--- config.mk ---
export PLATFORM = sky130hd
export DESIGN_NAME = mono_lcd_page_packer
export DESIGN_NICKNAME = d
export VERILOG_FILES = /design/src/hdl/lcdpp_pkg.sv /design/src/hdl/lcdpp_store.sv /design/src/hdl/lcdpp_load_ctrl.sv /design/src/hdl/lcdpp_fetch_seq.sv /design/src/hdl/mono_lcd_page_packer.sv
export VERILOG_INCLUDE_DIRS = /design/src /design/src/hdl
export SDC_FILE = /design/constraint.sdc
export NUM_CORES = 2
export LEC_CHECK = 0
export BUFFER_PORTS_ARGS = -buffer_cell sky130_fd_sc_hd__buf_2
export CORE_MARGIN = 2
export CORE_UTILIZATION = 53
export CTS_CLUSTER_SIZE = 20
export DETAILED_ROUTE_END_ITERATION = 10
export PLACE_DENSITY = 0.73
export SETUP_SLACK_MARGIN = 0.4
export SYNTH_ARGS = -nofsm -noshare
export SYNTH_HDL_FRONTEND = slang
export SYNTH_SLANG_ARGS = --single-unit
export TNS_END_PERCENT = 20
--- constraint.sdc ---
create_clock -name clk -period 228.1 [get_ports clk]
set_input_delay 22.81 -clock clk [delete_from_list [all_inputs] [get_ports clk]]
set_output_delay 22.81 -clock clk [all_outputs]
set_load 0.05 [all_outputs]
--- src/hdl/assert_macros.svh ---
// Assertion macros shared by the page packer RTL.
`ifndef ASSERT_MACROS_SVH
`define ASSERT_MACROS_SVH

// Check a property on every rising clock edge outside reset.
`define LCDPP_ASSERT(lbl, prop, msg) \
  lbl: assert property (@(posedge clk) disable iff (!rst_n) (prop)) else $error(msg);

// Check that a condition holds in the cycle after a trigger.
`define LCDPP_ASSERT_NEXT(lbl, trig, prop, msg) \
  lbl: assert property (@(posedge clk) disable iff (!rst_n) (trig) |=> (prop)) else $error(msg);

`endif

--- src/hdl/lcdpp_pkg.sv ---
// Shared types, codes and defaults for the monochrome LCD page packer.
package lcdpp_pkg;

  // Geometry defaults
  localparam int DEF_PAGES            = 4;
  localparam int DEF_COLUMNS_PER_SIDE = 61;
  localparam int PAGE_ROWS            = 8;
  localparam int BYTE_W               = 8;
  localparam int PLANE_SEL_W          = 3;
  localparam int SIDE_W               = 2;
  localparam int CFG_INDEX_W          = 3;
  localparam int OUT_USER_W           = 3;

  // Command and register reset values
  localparam logic [BYTE_W-1:0] COLUMN_OFFSET = 8'h13;
  localparam logic [BYTE_W-1:0] RST_THRESHOLD = 8'd0;
  localparam logic [BYTE_W-1:0] RST_PAGE_CMD  = 8'd184;
  localparam logic [BYTE_W-1:0] RST_COL_CMD   = 8'd0;
  localparam logic [BYTE_W-1:0] RST_RMW_START = 8'd224;
  localparam logic [BYTE_W-1:0] RST_RMW_END   = 8'd238;

  // Strobe selection codes
  localparam logic [SIDE_W-1:0] SIDE_LEFT  = 2'd1;
  localparam logic [SIDE_W-1:0] SIDE_RIGHT = 2'd2;
  localparam logic [SIDE_W-1:0] SIDE_BOTH  = 2'd3;

  // Input word kinds
  localparam logic MODE_LOAD  = 1'b0;
  localparam logic MODE_FETCH = 1'b1;

  typedef enum logic [CFG_INDEX_W-1:0] {
    REG_THRESHOLD = 3'd0,
    REG_PAGE_CMD  = 3'd1,
    REG_COL_CMD   = 3'd2,
    REG_RMW_START = 3'd3,
    REG_RMW_END   = 3'd4
  } cfg_reg_t;

  typedef enum logic [2:0] {
    STEP_PAGE,
    STEP_COLUMN,
    STEP_RMW_START,
    STEP_DATA,
    STEP_RMW_END
  } step_kind_t;

  // What one fetch word produces, minus the store data
  typedef struct packed {
    step_kind_t        kind;
    logic [SIDE_W-1:0] side;
    logic              last;
  } step_info_t;

  // Bit-plane store write request
  typedef struct packed {
    logic                   en;
    logic                   all_planes;
    logic [PLANE_SEL_W-1:0] plane;
    logic                   value;
  } store_wr_t;

endpackage

--- src/hdl/lcdpp_store.sv ---
// Page store: eight one-bit planes, one write and one registered read per cycle.
module lcdpp_store #(
  parameter int DEPTH  = lcdpp_pkg::DEF_PAGES * 2 * lcdpp_pkg::DEF_COLUMNS_PER_SIDE,
  parameter int ADDR_W = $clog2(DEPTH)
) (
  input  logic                            clk,
  input  lcdpp_pkg::store_wr_t            wr,
  input  logic [ADDR_W-1:0]               wr_addr,
  input  logic                            rd_en,
  input  logic [ADDR_W-1:0]               rd_addr,
  output logic [lcdpp_pkg::BYTE_W-1:0]    rd_data
);
  import lcdpp_pkg::*;

  // One plane per row within a page; a load touches one plane only
  for (genvar b = 0; b < PAGE_ROWS; b++) begin : g_plane
    logic plane_mem [DEPTH];
    logic rd_bit_r;

    always_ff @(posedge clk) begin
      if (wr.en && (wr.all_planes || (wr.plane == PLANE_SEL_W'(b)))) begin
        plane_mem[wr_addr] <= wr.value;
      end
      if (rd_en) begin
        rd_bit_r <= plane_mem[rd_addr];
      end
    end

    assign rd_data[b] = rd_bit_r;
  end

endmodule

--- src/hdl/lcdpp_load_ctrl.sv ---
// Load side: raster position counters, thresholding and the post-reset clear sweep.
module lcdpp_load_ctrl #(
  parameter int COLUMN_COUNT = 2 * lcdpp_pkg::DEF_COLUMNS_PER_SIDE,
  parameter int DEPTH        = lcdpp_pkg::DEF_PAGES * COLUMN_COUNT,
  parameter int ADDR_W       = $clog2(DEPTH)
) (
  input  logic                           clk,
  input  logic                           rst_n,
  input  logic                           load_en,
  input  logic [lcdpp_pkg::BYTE_W-1:0]   pixel_value,
  input  logic [lcdpp_pkg::BYTE_W-1:0]   threshold,
  output logic                           busy,
  output lcdpp_pkg::store_wr_t           wr,
  output logic [ADDR_W-1:0]              wr_addr
);
  import lcdpp_pkg::*;

  localparam int                COL_W     = $clog2(COLUMN_COUNT);
  localparam logic [COL_W-1:0]  LAST_COL  = COL_W'(COLUMN_COUNT - 1);
  localparam logic [ADDR_W-1:0] LAST_BASE = ADDR_W'(DEPTH - COLUMN_COUNT);
  localparam logic [ADDR_W-1:0] LAST_ADDR = ADDR_W'(DEPTH - 1);
  localparam logic [ADDR_W-1:0] BASE_STEP = ADDR_W'(COLUMN_COUNT);

  logic                   clr_busy_r, clr_busy_nxt;
  logic [ADDR_W-1:0]      clr_addr_r, clr_addr_nxt;
  logic [COL_W-1:0]       col_r, col_nxt;
  logic [PLANE_SEL_W-1:0] row_bit_r, row_bit_nxt;
  logic [ADDR_W-1:0]      base_r, base_nxt;

  // Drive the store: zero sweep first, then thresholded pixels
  always_comb begin
    if (clr_busy_r) begin
      wr.en         = 1'b1;
      wr.all_planes = 1'b1;
      wr.plane      = '0;
      wr.value      = 1'b0;
      wr_addr       = clr_addr_r;
    end else begin
      wr.en         = load_en;
      wr.all_planes = 1'b0;
      wr.plane      = row_bit_r;
      wr.value      = (pixel_value > threshold);
      wr_addr       = base_r + ADDR_W'(col_r);
    end
  end

  // Advance the clear sweep and the raster position
  always_comb begin
    clr_busy_nxt = clr_busy_r;
    clr_addr_nxt = clr_addr_r;
    col_nxt      = col_r;
    row_bit_nxt  = row_bit_r;
    base_nxt     = base_r;
    if (clr_busy_r) begin
      clr_addr_nxt = clr_addr_r + ADDR_W'(1);
      if (clr_addr_r == LAST_ADDR) begin
        clr_busy_nxt = 1'b0;
      end
    end else if (load_en) begin
      if (col_r == LAST_COL) begin
        col_nxt     = '0;
        row_bit_nxt = row_bit_r + PLANE_SEL_W'(1);
        if (row_bit_r == PLANE_SEL_W'(PAGE_ROWS - 1)) begin
          base_nxt = (base_r == LAST_BASE) ? '0 : base_r + BASE_STEP;
        end
      end else begin
        col_nxt = col_r + COL_W'(1);
      end
    end
  end

  always_ff @(posedge clk) begin
    if (!rst_n) begin
      clr_busy_r <= 1'b1;
      clr_addr_r <= '0;
      col_r      <= '0;
      row_bit_r  <= '0;
      base_r     <= '0;
    end else begin
      clr_busy_r <= clr_busy_nxt;
      clr_addr_r <= clr_addr_nxt;
      col_r      <= col_nxt;
      row_bit_r  <= row_bit_nxt;
      base_r     <= base_nxt;
    end
  end

  assign busy = clr_busy_r;

endmodule

--- src/hdl/lcdpp_fetch_seq.sv ---
// Fetch side: walks the per-page command and data sequence and forms the read address.
module lcdpp_fetch_seq #(
  parameter int PAGES            = lcdpp_pkg::DEF_PAGES,
  parameter int COLUMNS_PER_SIDE = lcdpp_pkg::DEF_COLUMNS_PER_SIDE,
  parameter int DEPTH            = PAGES * 2 * COLUMNS_PER_SIDE,
  parameter int ADDR_W           = $clog2(DEPTH),
  parameter int PAGE_W           = (PAGES > 1) ? $clog2(PAGES) : 1
) (
  input  logic                   clk,
  input  logic                   rst_n,
  input  logic                   step_en,
  output lcdpp_pkg::step_info_t  info,
  output logic [PAGE_W-1:0]      page,
  output logic [ADDR_W-1:0]      rd_addr
);
  import lcdpp_pkg::*;

  localparam int                COLUMN_COUNT = 2 * COLUMNS_PER_SIDE;
  localparam int                PAGE_STEPS   = COLUMN_COUNT + 4;
  localparam int                OFF_W        = $clog2(PAGE_STEPS);
  localparam int                CPS_W        = (COLUMNS_PER_SIDE > 1) ?
                                               $clog2(COLUMNS_PER_SIDE) : 1;
  localparam logic [OFF_W-1:0]  LAST_OFF     = OFF_W'(PAGE_STEPS - 1);
  localparam logic [PAGE_W-1:0] LAST_PAGE    = PAGE_W'(PAGES - 1);
  localparam logic [ADDR_W-1:0] BASE_STEP    = ADDR_W'(COLUMN_COUNT);
  localparam logic [ADDR_W-1:0] RIGHT_OFS    = ADDR_W'(COLUMNS_PER_SIDE);

  logic [OFF_W-1:0]  off_r, off_nxt;
  logic [CPS_W-1:0]  col_r, col_nxt;
  logic              side_r, side_nxt;
  logic [PAGE_W-1:0] page_r, page_nxt;
  logic [ADDR_W-1:0] base_r, base_nxt;

  // Decode the position within the page
  always_comb begin
    if (off_r == OFF_W'(0)) begin
      info.kind = STEP_PAGE;
    end else if (off_r == OFF_W'(1)) begin
      info.kind = STEP_COLUMN;
    end else if (off_r == OFF_W'(2)) begin
      info.kind = STEP_RMW_START;
    end else if (off_r == LAST_OFF) begin
      info.kind = STEP_RMW_END;
    end else begin
      info.kind = STEP_DATA;
    end
    if (info.kind == STEP_DATA) begin
      info.side = side_r ? SIDE_RIGHT : SIDE_LEFT;
    end else begin
      info.side = SIDE_BOTH;
    end
    info.last = (page_r == LAST_PAGE) && (off_r == LAST_OFF);
  end

  // Right-half bytes sit one half-row further into the page
  assign rd_addr = base_r + ADDR_W'(col_r) + (side_r ? RIGHT_OFS : '0);
  assign page    = page_r;

  // Step to the next word of the frame
  always_comb begin
    off_nxt  = off_r;
    col_nxt  = col_r;
    side_nxt = side_r;
    page_nxt = page_r;
    base_nxt = base_r;
    if (step_en) begin
      if (off_r == LAST_OFF) begin
        off_nxt  = '0;
        col_nxt  = '0;
        side_nxt = 1'b0;
        if (page_r == LAST_PAGE) begin
          page_nxt = '0;
          base_nxt = '0;
        end else begin
          page_nxt = page_r + PAGE_W'(1);
          base_nxt = base_r + BASE_STEP;
        end
      end else begin
        off_nxt = off_r + OFF_W'(1);
        if (info.kind == STEP_DATA) begin
          side_nxt = !side_r;
          if (side_r) begin
            col_nxt = col_r + CPS_W'(1);
          end
        end
      end
    end
  end

  always_ff @(posedge clk) begin
    if (!rst_n) begin
      off_r  <= '0;
      col_r  <= '0;
      side_r <= 1'b0;
      page_r <= '0;
      base_r <= '0;
    end else begin
      off_r  <= off_nxt;
      col_r  <= col_nxt;
      side_r <= side_nxt;
      page_r <= page_nxt;
      base_r <= base_nxt;
    end
  end

endmodule

--- src/hdl/mono_lcd_page_packer.sv ---
// Top level of the monochrome LCD page packer: handshakes, registers and result stage.
//
// Load words (tuser 0) carry one gray pixel in raster order, PAGES*8 rows of
// 2*COLUMNS_PER_SIDE columns; each is thresholded into one bit of a page-packed
// byte store and produces no output. Fetch words (tuser 1) each return the next
// byte of the frame write sequence: per page a set-page, set-column and
// read-modify-write start command to both halves, then left/right data byte
// pairs, then the end command; tlast marks the frame's final byte. One word is
// taken every cycle unless the result stage stalls, loads and fetches mixed freely;
// a fetch result passes through the store read register, then the output register.
// After reset the store is swept to zero, one address per cycle, over all
// PAGES*2*COLUMNS_PER_SIDE addresses (488 by default) with in_tready low;
// configuration writes are taken throughout and should be made while idle.
`include "assert_macros.svh"

module mono_lcd_page_packer #(
  parameter int PAGES            = lcdpp_pkg::DEF_PAGES,
  parameter int COLUMNS_PER_SIDE = lcdpp_pkg::DEF_COLUMNS_PER_SIDE
) (
  input  logic                                clk,
  input  logic                                rst_n,
  // Input words
  input  logic                                in_tvalid,
  output logic                                in_tready,
  input  logic [lcdpp_pkg::BYTE_W-1:0]        in_tdata,   // [7:0] pixel_value
  input  logic                                in_tuser,   // [0] mode
  // Result words
  output logic                                out_tvalid,
  input  logic                                out_tready,
  output logic [lcdpp_pkg::BYTE_W-1:0]        out_tdata,  // [7:0] bus_byte
  output logic [lcdpp_pkg::OUT_USER_W-1:0]    out_tuser,  // [0] is_data, [2:1] strobe_side
  output logic                                out_tlast,  // frame_last
  // Register writes
  input  logic                                cfg_valid,
  output logic                                cfg_ready,
  input  logic [lcdpp_pkg::CFG_INDEX_W-1:0]   cfg_index,
  input  logic [lcdpp_pkg::BYTE_W-1:0]        cfg_data
);
  import lcdpp_pkg::*;

  localparam int COLUMN_COUNT = 2 * COLUMNS_PER_SIDE;
  localparam int DEPTH        = PAGES * COLUMN_COUNT;
  localparam int ADDR_W       = $clog2(DEPTH);
  localparam int PAGE_W       = (PAGES > 1) ? $clog2(PAGES) : 1;

  // Configuration registers
  logic [BYTE_W-1:0] threshold_r, page_cmd_r, col_cmd_r, rmw_start_r, rmw_end_r;

  // Pipeline control
  logic in_accept, load_accept, fetch_accept, out_load, clr_busy;

  // Store connections
  store_wr_t         st_wr;
  logic [ADDR_W-1:0] st_wr_addr;
  logic [ADDR_W-1:0] st_rd_addr;
  logic [BYTE_W-1:0] st_rd_data;

  // Sequencer outputs
  step_info_t        seq_info;
  logic [PAGE_W-1:0] seq_page;

  // Read stage and result stage
  logic              s1_vld_r, s1_vld_nxt;
  step_info_t        s1_info_r;
  logic [PAGE_W-1:0] s1_page_r;
  logic              out_vld_r;
  logic [BYTE_W-1:0] out_byte_r, out_byte_nxt;
  logic [OUT_USER_W-1:0] out_user_r;
  logic              out_last_r;

  assign out_load     = !out_vld_r || out_tready;
  assign in_tready    = !clr_busy && (!s1_vld_r || out_load);
  assign in_accept    = in_tvalid && in_tready;
  assign load_accept  = in_accept && (in_tuser == MODE_LOAD);
  assign fetch_accept = in_accept && (in_tuser == MODE_FETCH);
  assign cfg_ready    = 1'b1;

  // Take register writes; unknown indexes are dropped
  always_ff @(posedge clk) begin
    if (!rst_n) begin
      threshold_r <= RST_THRESHOLD;
      page_cmd_r  <= RST_PAGE_CMD;
      col_cmd_r   <= RST_COL_CMD;
      rmw_start_r <= RST_RMW_START;
      rmw_end_r   <= RST_RMW_END;
    end else if (cfg_valid && cfg_ready) begin
      case (cfg_reg_t'(cfg_index))
        REG_THRESHOLD: threshold_r <= cfg_data;
        REG_PAGE_CMD:  page_cmd_r  <= cfg_data;
        REG_COL_CMD:   col_cmd_r   <= cfg_data;
        REG_RMW_START: rmw_start_r <= cfg_data;
        REG_RMW_END:   rmw_end_r   <= cfg_data;
        default: ;
      endcase
    end
  end

  lcdpp_load_ctrl #(
    .COLUMN_COUNT (COLUMN_COUNT),
    .DEPTH        (DEPTH),
    .ADDR_W       (ADDR_W)
  ) u_load (
    .clk         (clk),
    .rst_n       (rst_n),
    .load_en     (load_accept),
    .pixel_value (in_tdata),
    .threshold   (threshold_r),
    .busy        (clr_busy),
    .wr          (st_wr),
    .wr_addr     (st_wr_addr)
  );

  lcdpp_fetch_seq #(
    .PAGES            (PAGES),
    .COLUMNS_PER_SIDE (COLUMNS_PER_SIDE),
    .DEPTH            (DEPTH),
    .ADDR_W           (ADDR_W),
    .PAGE_W           (PAGE_W)
  ) u_seq (
    .clk     (clk),
    .rst_n   (rst_n),
    .step_en (fetch_accept),
    .info    (seq_info),
    .page    (seq_page),
    .rd_addr (st_rd_addr)
  );

  lcdpp_store #(
    .DEPTH  (DEPTH),
    .ADDR_W (ADDR_W)
  ) u_store (
    .clk     (clk),
    .wr      (st_wr),
    .wr_addr (st_wr_addr),
    .rd_en   (fetch_accept),
    .rd_addr (st_rd_addr),
    .rd_data (st_rd_data)
  );

  // Read stage: hold the step while the store read completes
  always_comb begin
    if (fetch_accept) begin
      s1_vld_nxt = 1'b1;
    end else if (out_load) begin
      s1_vld_nxt = 1'b0;
    end else begin
      s1_vld_nxt = s1_vld_r;
    end
  end

  always_ff @(posedge clk) begin
    if (!rst_n) begin
      s1_vld_r <= 1'b0;
    end else begin
      s1_vld_r <= s1_vld_nxt;
    end
  end

  always_ff @(posedge clk) begin
    if (fetch_accept) begin
      s1_info_r <= seq_info;
      s1_page_r <= seq_page;
    end
  end

  // Pick the bus byte for the step
  always_comb begin
    case (s1_info_r.kind)
      STEP_PAGE:      out_byte_nxt = page_cmd_r | BYTE_W'(s1_page_r);
      STEP_COLUMN:    out_byte_nxt = col_cmd_r | COLUMN_OFFSET;
      STEP_RMW_START: out_byte_nxt = rmw_start_r;
      STEP_RMW_END:   out_byte_nxt = rmw_end_r;
      STEP_DATA:      out_byte_nxt = st_rd_data;
      default:        out_byte_nxt = st_rd_data;
    endcase
  end

  // Result stage: load when empty or drained
  always_ff @(posedge clk) begin
    if (!rst_n) begin
      out_vld_r <= 1'b0;
    end else if (out_load) begin
      out_vld_r <= s1_vld_r;
    end
  end

  always_ff @(posedge clk) begin
    if (out_load && s1_vld_r) begin
      out_byte_r <= out_byte_nxt;
      out_user_r <= {s1_info_r.side, (s1_info_r.kind == STEP_DATA)};
      out_last_r <= s1_info_r.last;
    end
  end

  assign out_tvalid = out_vld_r;
  assign out_tdata  = out_byte_r;
  assign out_tuser  = out_user_r;
  assign out_tlast  = out_last_r;

  // No word is taken while the store is being cleared
  `LCDPP_ASSERT(a_no_accept_in_clear, !(clr_busy && in_tready), "word accepted during clear")
  // A load never creates a pending result
  `LCDPP_ASSERT_NEXT(a_load_no_result, load_accept && !s1_vld_r, !s1_vld_r, "load made a result")
  // The frame's last byte is the end command to both halves
  `LCDPP_ASSERT(a_last_is_end, !(out_tvalid && out_tlast) || (!out_tuser[0] && (out_tuser[2:1] == SIDE_BOTH)), "bad last word")
  // Display data goes to exactly one half
  `LCDPP_ASSERT(a_data_one_side, !(out_tvalid && out_tuser[0]) || (out_tuser[2:1] == SIDE_LEFT) || (out_tuser[2:1] == SIDE_RIGHT), "data to both halves")

endmodule

# == Word-level counts from Yosys, hierarchy flattened ==
# Memory sizes are Yosys's and may differ from the RTL's. A register that Yosys moved wholly into a read port is not among the register bits.
# Index checks and enable logic that the tools add are counted.
# Widths: inputs -> output; s select.
# op_classes
add_sub_neg,11
multipliers,0
div_mod_pow,0
magnitude_cmp,1
eq_ne,24
shifts,0
n_mux,39
bitwise_logic,3
reduce_logical,46
# op_table
op,n
$pmux 8 s4,1
$mux 6,5
$mux 9,3
$mux 1,22
$eq 3x2->1 const B,7
$eq 3x3->1 const B,7
$add 9x7->9 const B,2
$eq 9x9->1 const B,2
$reduce_and 2->1,8
$add 7x1->7 const B,2
$eq 7x7->1 const B,2
$logic_and 1x1->1,14
$mux 7,2
$mux 3,4
$logic_or 1x1->1,10
$add 9x1->9 const B,1
$add 9x6->9,1
$add 9x7->9,1
$add 9x9->9,1
$eq 3x1->1 const B,3
$logic_not 3->1,3
$gt 8x8->1,1
$or 8x2->8,1
$eq 7x1->1 const B,1
12 further kinds,20
# totals
ff_bits,116
latch_bits,0
ram_bits,3904
rom_bits,0
in_bits,25
output_inout_bits,15
word_cells,156
mem_count,8
# mem_list
name,depth,width,read_ports,rd_clocked_by_memory_dff,wr,line_no,text
u_store.g_plane[0].plane_mem,488,1,1,1,1,lcdpp_store.sv:17,logic plane_mem [DEPTH];
u_store.g_plane[1].plane_mem,488,1,1,1,1,lcdpp_store.sv:17,
u_store.g_plane[2].plane_mem,488,1,1,1,1,lcdpp_store.sv:17,
u_store.g_plane[3].plane_mem,488,1,1,1,1,lcdpp_store.sv:17,
u_store.g_plane[4].plane_mem,488,1,1,1,1,lcdpp_store.sv:17,
u_store.g_plane[5].plane_mem,488,1,1,1,1,lcdpp_store.sv:17,
+2 memories,n/a,n/a,n/a,n/a,n/a,n/a,

# == Depth between registers and ports, before layout ==
# depth
depth_word,12
ltp_mapped,17
mapped_depth_nobuf,13

# == Hierarchy ==
# Synthesis repeated with hierarchy kept, for this count alone.
# unflattened
hier_cells,12291
hier_area_um2,174603.7
# by_module_without_submodules
mod,instances,cells_per_inst,area_per_inst_um2,seq_area_each_um2
lcdpp_store,1,11622,168525.4,117472.7
mono_lcd_page_packer,1,255,2458.6,1381.3
lcdpp_load_ctrl,1,213,1869.3,560.5
lcdpp_fetch_seq,1,201,1750.4,480.5

# == Worst setup path before layout ==
# OpenSTA, ideal clock, no wires.
# synth_path
path_kind,input -> register
from,input port in_tdata[1] (netlist bit)
to,memory u_store.g_plane[0].plane_mem[0] (data pin)
setup_time_ps,28975
arrival_ps,168585
required_ps,199125
path_slack_ps,30540
stages,8
n_path_buf,0
cell_sequence,ha_1 nor2b_1 o21ai_0 nand2b_1 a21oi_1 nor2_1 a211oi_1 nor3_1
# synth_lines
element,line_no,text
start: declaration,mono_lcd_page_packer.sv:25,"input logic [lcdpp_pkg::BYTE_W-1:0] in_tdata,"
end: declaration,lcdpp_store.sv:17,

# == Final worst setup path ==
# layout_path
from,input port out_tready
to,output port in_tready
# layout_via
elab_chain_len,3
# layout_lines
element,line_no,text
start: declaration,mono_lcd_page_packer.sv:29,"input logic out_tready,"
$logic_or 1x1->1,mono_lcd_page_packer.sv:71,assign out_load = !out_vld_r || out_tready;
$logic_or 1x1->1,mono_lcd_page_packer.sv:72,assign in_tready = !clr_busy && (!s1_vld_r || out_load);
$logic_and 1x1->1,mono_lcd_page_packer.sv:72,
end: declaration,mono_lcd_page_packer.sv:24,"output logic in_tready,"
# No other way between the ends.

==> summary.txt <==
Flow run
  • # Max-Cap Violations: 0

Place
  • Post-place setup slack: 181.67 ns
  • DP HPWL: 266000 um
  • Routability Congestion: 0.846
  • PortBufs: 38

Synth
  • Synth warn: 0
  • Mapped Area: 0.180 mm^2
  • Distinct cells, synth: 87
  • #FFs+latches synth: 4023
  • EDFF count, synth: 3932
  • Syn avg cell area: 13.8 um^2
  • Syn nets: 13000
  • Register area share after synthesis: 0.668
  • Prevailing post-synth register cell: edfxtp_1
  • Ys async rst share: 0
  • Cells after synthesis: 13000

Worst hold path
  • Worst hold-check path type: flop to flop

Global routing
  • Largest net degree at the start of global routing: 326
  • GRT Resource Usage Total: 0.264
  • Initial antenna violation count: 21
  • First-pass GRT wire length: 680000 um
  • Number of global-route vias before repair: 110000
  • Total grt overflow: 0

Outcome
  • Outcome: finished with violations
  • Failing checks: slew limit

Setup path
  • CP Max Fanout: 4
  • Crit path kind: input pin to output port
  • Worst Path Arrival: 23.59 ns
  • Most frequent CP cell: buf_2
  • CP cell instances: buf_2 -> nor2b_1 -> a21oi_1 -> buf_2
  • Setup crit end kind: output port
  • Worst EP required: 205.29 ns
  • Worst Setup Start Kind: input pin
  • Worst path max stage delay: 0.25 ns
  • CP delay by family, top: buffers and inverters
  • Buf/Inv on CP: 2
  • Slowest CP cell: nor2b_1

STA
  • Period minus WS final: 46.40 ns
  • Slew @ Worst Pin: 1.59 ns
  • Fmax: 21.6 MHz
  • Setup TNS: 0 ns
  • Max Transition Viols Final: 87
  • Final Hold Fails: 0
  • Worst hold slack: 0.436 ns
  • Period utilization: 0.203
  • Final worst slack: 181.70 ns
  • Final Skew: 0.0580 ns
  • Rel. slew slack: -0.0621
  • Final setup viols: 0
  • Unrepaired setup endpoints after global routing: no

Pwr
  • Power Density: 7.45 mW/mm^2
  • Peak VDD IR: 0.00628 mV
  • P_leak: 63.2 nW

Floorplanning
  • Die width: 586 um
  • # rows: 213
  • Initial Util: 0.533
  • IO Pins: 40
  • Die Area: 0.343 mm^2
  • Die span in y: 586 um
  • Core ar.: 0.337 mm^2

Drt
  • Wire length per cell: 26.3 um
  • DR vias/cell: 6.37
  • DRT iter0 DRCs: 17100
  • Overall routed net length: 459000 um
  • DR vias: 111000
  • Antenna viol nets, final: 0
  • Drt pass-1 iters: 8
  • Drt drc: 0

Layout
  • Area delta synth->final: 9.25%
  • Most frequent cells in the layout: 4108 x nor2_1, 3932 x edfxtp_1, 1120 x mux4_2, 904 x nand3_1, 884 x nand2_1
  • Fin nets: 12700
  • Largest Register: u_store.g_plane.plane_mem
  • Most common cell after layout, fill and taps aside: nor2_1
  • Filler instances: 25200
  • Largest register FFs: 3904
  • Layout cell share with drive strength beyond 1: 0.164
  • Largest regs: u_store.g_plane.plane_mem x3904, u_load.clr_addr_r x9

Clock tree
  • Maximum clock path buffer count: 4
  • Clock latency on the worst-skew pair: 1.00 ns
  • Clock tree root driver cell: clkbuf_16
  • Clk slew on worst S/H paths: 0.06 ns
  • Hold Buf Count CTS: 0
  • CTS tree: done
  • CTS sink count: 4023
  • CTS Buf Count: 401
  • CTS-repair resized insts: 0
  • Post-CTS setup buffer count: 0
  • H-tree depth: 5
[final timing paths]
check | end | cells past startpoint | slack, ns | startpoint
setup reg to reg | u_store.g_plane[2].rd_bit_r | 11 | 220.33 | u_seq.side_r
hold / removal | out_tuser[1] | 0 | 0.44 | s1_info_r[1]
setup / recovery | in_tready | 4 | 181.70 | out_tready
hold reg to reg | out_tuser[1] | 0 | 0.44 | s1_info_r[1]
[power by group]
group	internal, mW	switching, mW	leakage [nW]
Sequential	0.799	0.000298	42.2
Clock	0.366	0.284	6.28
Combinational	0.00288	0.00967	14.8
[metal layers]
metal / GRT usage / share of wire / up-vias
met5: 0 / 0.00083 / -
met4: 0.116 / 0.048 / 16
met3: 0.0541 / 0.11 / 1005
met2: 0.421 / 0.48 / 6776
met1: 0.355 / 0.36 / 56300
li1: - / - / 47100
[synth_stat cells, drive strengths merged, types with 9 or more instances]
library cell | count | area [um^2]
nor2 | 4141 | 15600
edfxtp | 3932 | 118000
mux4 | 1120 | 25200
nand3 | 904 | 4520
nand2 | 889 | 3340
clkbuf | 731 | 2740
buf | 374 | 2210
mux2i | 93 | 931
dfxtp | 91 | 1820
a21oi | 70 | 350
a211oi | 43 | 350
nand4 | 39 | 244
ha | 36 | 450
o21ai | 36 | 184
o22ai | 35 | 219
and3 | 32 | 200
nor2b | 32 | 200
inv | 29 | 109
a31oi | 27 | 169
nor3 | 26 | 135
xnor2 | 26 | 228
a21boi | 25 | 188
mux2 | 25 | 282
a22oi | 24 | 180
xor2 | 19 | 166
and2 | 18 | 115
nand2b | 14 | 87.6
a32oi | 12 | 105
a2111oi | 11 | 103
or3 | 11 | 68.8
a311oi | 10 | 87.6
o211ai | 10 | 75.1
nor4 | 9 | 56.3
[metrics by stage]
step,util,std cells,total power [mW],area (um^2)
6_report,0.582,17500,1.46,196000
5_1_grt,0.582,17500,1.49,196000
4_1_cts,0.582,17500,1.47,196000
3_5_place_dp,0.544,16700,0.827,183000
3_3_place_gp,0.544,16700,0.827,183000
2_1_floorplan,-,13000,0.821,180000
[logic make-up after synthesis]
logic type      share of synthesized area
compound gates                     0.0141
xor+xnor                          0.00220
fa+ha+maj                         0.00312
buf+inv                            0.0282
flops                               0.668
mux                                 0.147
other cells                     0.0000209
simple gates                        0.137
[final cells by class]
type                       count  area, um^2  share of cell area
tap                         4515        5650              0.0288
inverter                      29         109            0.000555
antenna                       11        27.5            0.000140
timing repair buffer         327        2700              0.0138
multi-input combinational   7821       55000               0.280
sequential                  4023      120000               0.611
clock inverter               246        2380              0.0121
clock buffer                 489       10400              0.0533
(Power assumes the default switching activity.)
